File: src/rtl/bba_pkg.sv
`timescale 1ns / 1ps

package bba_pkg;

   // Field widths of the request, response and configuration beats.
   localparam int TOTAL_W  = 18;
   localparam int INDEX_W  = 17;
   localparam int STATUS_W = 2;

   // Largest block count that the block number field can express.
   localparam int FIELD_LIMIT = 131072;

   // Reset value of the managed block count.
   localparam logic [TOTAL_W-1:0] TOTAL_RESET = TOTAL_W'(102400);

   // Default sizing of the used map.
   localparam int MAX_BLOCKS_DEF = 131072;
   localparam int WORD_BITS_DEF  = 32;

   // Action codes.
   localparam logic ACT_ALLOC = 1'b0;
   localparam logic ACT_FREE  = 1'b1;

   // Response status codes.
   localparam logic [STATUS_W-1:0] STATUS_OK     = 2'd0;
   localparam logic [STATUS_W-1:0] STATUS_FULL   = 2'd1;
   localparam logic [STATUS_W-1:0] STATUS_DOUBLE = 2'd2;
   localparam logic [STATUS_W-1:0] STATUS_RANGE  = 2'd3;

   // Flags that the word unit reports to the sequencer for the current word.
   typedef struct packed {
      logic past_limit;  // current word starts at or beyond the limit
      logic avail_any;   // some managed block in the word is free
      logic in_word;     // the block to free lies in the current word
      logic hit_set;     // that block is currently marked used
   } bba_flags_type;

endpackage

File: src/rtl/bba_word_unit.sv
`timescale 1ns / 1ps

module bba_word_unit
   import bba_pkg::*;
#(
   parameter int WORD_BITS = WORD_BITS_DEF,
   parameter int CMP_W     = 21
) (
   input  logic                          is_free,
   input  logic [WORD_BITS-1:0]          rd_word,
   input  logic [CMP_W-1:0]              base,
   input  logic [TOTAL_W-1:0]            lim,
   input  logic [INDEX_W-1:0]            idx,
   output bba_flags_type                 flags,
   output logic [$clog2(WORD_BITS)-1:0]  alloc_bit,
   output logic [WORD_BITS-1:0]          new_word
);

   localparam int BW = $clog2(WORD_BITS);

   logic [CMP_W:0]         operand;
   logic [CMP_W:0]         diff;
   logic [CMP_W-1:0]       diff_low;
   logic                   diff_neg;
   logic [WORD_BITS-1:0]   valid_mask;
   logic [WORD_BITS-1:0]   free_mask;
   logic [WORD_BITS-1:0]   avail;
   logic [WORD_BITS-1:0]   lowest;
   logic [BW-1:0]          bit_acc;

   // The one shared subtractor: distance from the word base to the limit
   // for an allocate, or to the block being freed for a free.
   assign operand  = is_free ? (CMP_W+1)'(idx) : (CMP_W+1)'(lim);
   assign diff     = operand - {1'b0, base};
   assign diff_neg = diff[CMP_W];
   assign diff_low = diff[CMP_W-1:0];

   // Per-bit masks: blocks below the limit, and the one block to free.
   always_comb begin
      for (int i = 0; i < WORD_BITS; i++) begin
         valid_mask[i] = CMP_W'(i) < diff_low;
         free_mask[i]  = diff_low == CMP_W'(i);
      end
   end

   // Isolate the lowest free block and encode its position.
   assign avail  = ~rd_word & valid_mask;
   assign lowest = avail & (~avail + WORD_BITS'(1));

   always_comb begin
      bit_acc = '0;
      for (int i = 0; i < WORD_BITS; i++) begin
         bit_acc = bit_acc | (lowest[i] ? BW'(i) : BW'(0));
      end
   end

   assign alloc_bit = bit_acc;

   // Status flags for the sequencer.
   always_comb begin
      flags.past_limit = diff_neg || (diff_low == '0);
      flags.avail_any  = |avail;
      flags.in_word    = !diff_neg && (diff_low < CMP_W'(WORD_BITS));
      flags.hit_set    = |(rd_word & free_mask);
   end

   // Updated word: claim the lowest free block, or release the freed one.
   assign new_word = is_free ? (rd_word & ~free_mask) : (rd_word | lowest);

endmodule

File: config.mk
export PLATFORM = sky130hd
export DESIGN_NAME = bba_word_unit
export DESIGN_NICKNAME = d
export VERILOG_FILES = /design/src/rtl/bba_pkg.sv /design/src/rtl/bba_word_unit.sv
export SDC_FILE = /design/constraint.sdc
export NUM_CORES = 1
export LEC_CHECK = 0
export CAP_MARGIN = 20
export CORE_MARGIN = 1.5
export CORE_UTILIZATION = 62
export DETAILED_ROUTE_END_ITERATION = 7
export DONT_BUFFER_PORTS = 1
export PLACE_DENSITY_LB_ADDON = 0.1
export SYNTH_ARGS = -nofsm -noshare
export SYNTH_HDL_FRONTEND = slang
export SYNTH_SLANG_ARGS = --single-unit
File: constraint.sdc
create_clock -name vclk -period 5.1
set_input_delay 0.51 -clock vclk [all_inputs]
set_output_delay 0.51 -clock vclk [all_outputs]
set_load 0.02 [all_outputs]
==> results of run 1 <==
cell families after synthesis:
logic type               Yosys count  share of synthesized area, %
AO/OA/AOI/OAI                    240                          43.3
XOR/XNOR                           8                          1.91
adder cells (fa/ha/maj)           20                          7.03
buffers and inverters             69                          7.61
multiplexers                      21                          6.25
AND/OR/NAND/NOR                  244                          33.9
timing repair:
action | 4_1_cts
hold endpoints to repair | 0
setup endpoints to repair | 26
pin swaps | 19
gates resized for setup | 33
setup buffers | 5
cloned | 0
stage by stage:
step                worst slack (ns)  utilization (%)  hold slack, ns
CTS                           -0.124             88.4            1.10
detailed placement            -0.252             84.6            1.10
global placement              -0.123             84.6            1.10
floorplan                     -0.192                -            1.17
synthesized netlist by cell type (all sizes together), types with 5 or more instances:
cell type  number
nor2           45
clkbuf         19
a21o           13
nor3           24
a21oi          63
mux2           15
nor4           15
and2            6
a22oi           6
o31ai           9
buf            12
nand2b         10
a31oi          11
nand2          68
o21a            6
nor2b           6
o21ai          59
or3             5
inv            38
a41oi          14
or2            10
nand3          19
a2111oi         5
o2111ai         6
nand4          20
ha             19
mux2i           6
a211oi          9
metal layers:
layer  GRT overflow  GRT usage (%)
met1              0           78.6
met2              2           94.0
met3              0           74.2
met4              4           80.2
met5              0           55.5
==> run summary, run 1 <==
=============================================================================
Largest cells by area after synthesis .......................... sky130_fd_sc_hd__a21oi_1, sky130_fd_sc_hd__o21ai_0, sky130_fd_sc_hd__nand2_1
Tool error ..................................................... [ERROR GRT-0232] Routing congestion too high. Check the congestion heatmap in the GUI.
Worst setup endpoint GRT ....................................... new_word[28]
Synth unique cells .............................................           69
Instance area at placement .....................................     4740 um2
Total congestion overflow ......................................            6
I/O pin count ..................................................          130
Cts hold-fix bufs ..............................................            0
Share of Yosys cell area claimed by the top area cell type .....        8.46%
Synth warnings .................................................            0
Average cell area after synthesis ..............................     6.09 um2
Cell count after placement .....................................          767
Number of port buffers .........................................            0
Worst-path end type ............................................ top-level output
Largest net degree at the start of global routing ..............           51
Synthesized instance count .....................................          602
Height of the chip .............................................      79.9 um
Run status ..................................................... did not finish
GRT Resource Usage Total .......................................        81.6%
Portion of the post-synthesis area used by sequential elements .           0%
Cell accounting for the most synthesized area .................. sky130_fd_sc_hd__a21oi_1
GP Congestion ..................................................         1.23
Starting density of the core ...................................        65.4%
Number of standard-cell rows in the floorplan ..................           27
Post-synthesis net count .......................................          711
Die Span X .....................................................      79.9 um
Last stage reached .............................................      5_1_grt
Synthesized area ...............................................     3670 um2
Placed wire-length estimate ....................................      12.7 mm
=============================================================================
==> run 2, diff against run 1 <==
CORE_UTILIZATION = 40   (was 62)
PLACE_DENSITY_LB_ADDON = 0.15   (was 0.1)
clock period = 6.65 ns   (was 5.1 ns; I/O delays follow)
==> run 2 against run 1 <==
Effect of this change:
- the flow now finishes, with violations (design-rule violations)
- synthesized area stayed put
- synthesized cell count stayed put
==> run summary, run 2 <==
=====================================================================================
Run status ............................................................. finished with violations
Violated checks ........................................................ design-rule violations
Vias in the first global route .........................................         4675
Avg WL per Cell ........................................................      22.7 um
Most frequent standard cell in the layout excluding fill and tap cells . sky130_fd_sc_hd__nand2_1
Count of clock-net buffers in the final layout .........................            0
Post-synthesis net count ...............................................          711   unchanged
Synth warnings .........................................................            0   unchanged
Most frequent cells in the layout ...................................... sky130_fd_sc_hd__nand2_1, sky130_fd_sc_hd__a21oi_1, sky130_fd_sc_hd__o21ai_0
Largest net degree at the start of global routing ......................           51
Ratio of total power to cell area ......................................   108 nW/um2
Share of Yosys cell area claimed by the top area cell type .............        8.46%   unchanged
Max-slew headroom at the worst pin .....................................        39.7%
Total iterations of the first detailed-routing run .....................            8
Number of routed nets with antenna violations ..........................            0
First DRT Iteration DRCs ...............................................          602
Highest fanout seen on the critical path ...............................           50
Final setup vio count ..................................................            0
Critical Path RT .......................................................      5.98 ns
Launch instance of the worst min-delay path ............................      is_free
Endpoint kind of the worst setup timing path ...........................  output port
Most frequent cells after synthesis .................................... sky130_fd_sc_hd__nand2_1, sky130_fd_sc_hd__a21oi_1, sky130_fd_sc_hd__o21ai_0, sky130_fd_sc_hd__nor2_1, sky130_fd_sc_hd__inv_1
Synthesized instance count .............................................          602   unchanged
CORE AREA ..............................................................     8810 um2
CP Launch Type .........................................................    input pin
Antenna diode count ....................................................            0
Post-CTS Setup Bufs ....................................................            0   -5
Peak supply drop .......................................................    0.0840 mV
Synthesized area .......................................................     3670 um2   unchanged
Multi-input combinational cell area ....................................     3400 um2
Die Span X .............................................................      98.7 um   +24%
Average cell area after synthesis ......................................     6.09 um2   unchanged
Routed wire length .....................................................      16.6 mm
Total congestion overflow ..............................................            0
Starting density of the core ...........................................        41.6%   -24 points
Slew at the pin with the worst max-slew slack ..........................     0.905 ns
Critical path origin ...................................................      is_free
Synth unique cells .....................................................           69   unchanged
Wire length of the first global-routing pass ...........................      25.9 mm
Largest cells by area after synthesis .................................. sky130_fd_sc_hd__a21oi_1, sky130_fd_sc_hd__o21ai_0, sky130_fd_sc_hd__nand2_1
Layout Area Growth over Synthesis ......................................        10.9%
Cell accounting for the most synthesized area .......................... sky130_fd_sc_hd__a21oi_1
Total Nets Final .......................................................          734
Routed via count .......................................................         5091
Number of port buffers .................................................            0   unchanged
Proportion of layout cells with a drive suffix above 1 .................        14.3%
CP arrival .............................................................      5.54 ns
Classification of the worst setup path ................................. input pin to output port
LEAKAGE ................................................................      1.58 nW
TNS Setup ..............................................................         0 ns
Count of pins over their slew limit ....................................            0
Layout fillers .........................................................          963
Height of the chip .....................................................      98.7 um   +24%
Fraction of the cycle the final worst path needs .......................        93.3%
Max Clock Freq .........................................................      161 MHz
Number of violations of the max-capacitance limit ......................            0
GRT Resource Usage Total ...............................................        32.9%
Most instantiated library cell after synthesis ......................... sky130_fd_sc_hd__nand2_1
Initial antenna violation count ........................................            0
Number of sequential storage elements ..................................            0
Worst hold slack after final layout ....................................      1.47 ns
Tmin final .............................................................      6.21 ns
Average via count per standard cell ....................................         6.96
Number of standard-cell rows in the floorplan ..........................           34   +26%
Total DRC errors in the routed layout ..................................            9
I/O pin count ..........................................................          130   unchanged
Worst hold-check path type ............................................. input pin to output port
Register area ..........................................................        0 um2
Portion of the post-synthesis area used by sequential elements .........           0%   unchanged
GP Congestion ..........................................................        0.968   -21%
Setup repair after global routing missed its margin ....................        false
Final hold violation count .............................................            0
Floorplan die area .....................................................     9750 um2
Placed wire-length estimate ............................................      13.2 mm   +3.6%
=====================================================================================
-- run 2: kinds of logic (layout without fill, tap and decap cells) --
logic type | count (synthesis) | in the layout | share of synthesized area, %
buf+inv | 69 | 90 | 7.61
mux | 21 | 21 | 6.25
compound gates | 240 | 240 | 43.3
simple gates | 244 | 244 | 33.9
fa+ha+maj | 20 | 20 | 7.03
xor+xnor | 8 | 8 | 1.91
-- run 2: report_power, final --
part	total (mW)	leakage [nW]	switching (mW)	internal, mW
sequential	0	0	0	0
clock	0	0	0	0
combinational	0.437	1.58	0.295	0.143
total	0.437	1.58	0.295	0.143
-- run 2: cell type report --
cell class / count / share of cell area, %
Tap cell: 108 / 3.33
Timing Repair Buffer: 52 / 9.61
Inverter: 38 / 3.51
Multi-Input combinational cell: 533 / 83.6
-- run 2: critical path, cell delays in order --
cell                        delay [ns]
sky130_fd_sc_hd__mux2_2           0.31
sky130_fd_sc_hd__ha_1             0.42
sky130_fd_sc_hd__a21oi_1          0.10
sky130_fd_sc_hd__o21ai_0          0.66
sky130_fd_sc_hd__o211ai_1         0.23
sky130_fd_sc_hd__a21boi_0         0.36
sky130_fd_sc_hd__o22ai_1          0.37
sky130_fd_sc_hd__o41a_1           0.59
sky130_fd_sc_hd__or4_4            0.58
sky130_fd_sc_hd__or4_4            0.46
sky130_fd_sc_hd__nor4_2           0.40
sky130_fd_sc_hd__a2111oi_0        0.14
sky130_fd_sc_hd__nand4_1          0.26
-- run 2: worst paths after layout --
kind / end / slack (ns) / cells after the start
max: alloc_bit[2] / 0.44 / 13
min: new_word[0] / 1.47 / 1
-- run 2: metal layers --
layer	global-route usage [%]	vias to the layer above	routed length, um
li1	-	2356	-
met1	48.6	2350	7210
met2	50.1	350	7040
met3	5.89	35	1990
met4	6.04	0	379
met5	0	-	0
-- run 2: what timing repair did --
| action | 4_1_cts | 5_1_grt |
|---|---|---|
| hold buffers | 0 | 0 |
| gates resized for setup | 0 | 2 |
| endpoints found under the setup margin | 0 | 13 |
-- run 2: metrics by stage --
step | util (%) | cell area [um2] | total power [mW] | instances | worst slack (ns)
final | 46.1 | 4060 | 0.437 | 731 | 0.444
after global routing | 46.1 | 4060 | 0.472 | 731 | 0.118
after CTS | 46.1 | 4060 | 0.422 | 731 | 0.351
after detailed placement | 46.1 | 4060 | 0.421 | 731 | 0.398
after global placement | 46.1 | 4060 | 0.422 | 731 | 0.577
after floorplan | - | 3670 | 0.305 | 602 | 0.592
Note: power is estimated with default switching activity, not from simulation.
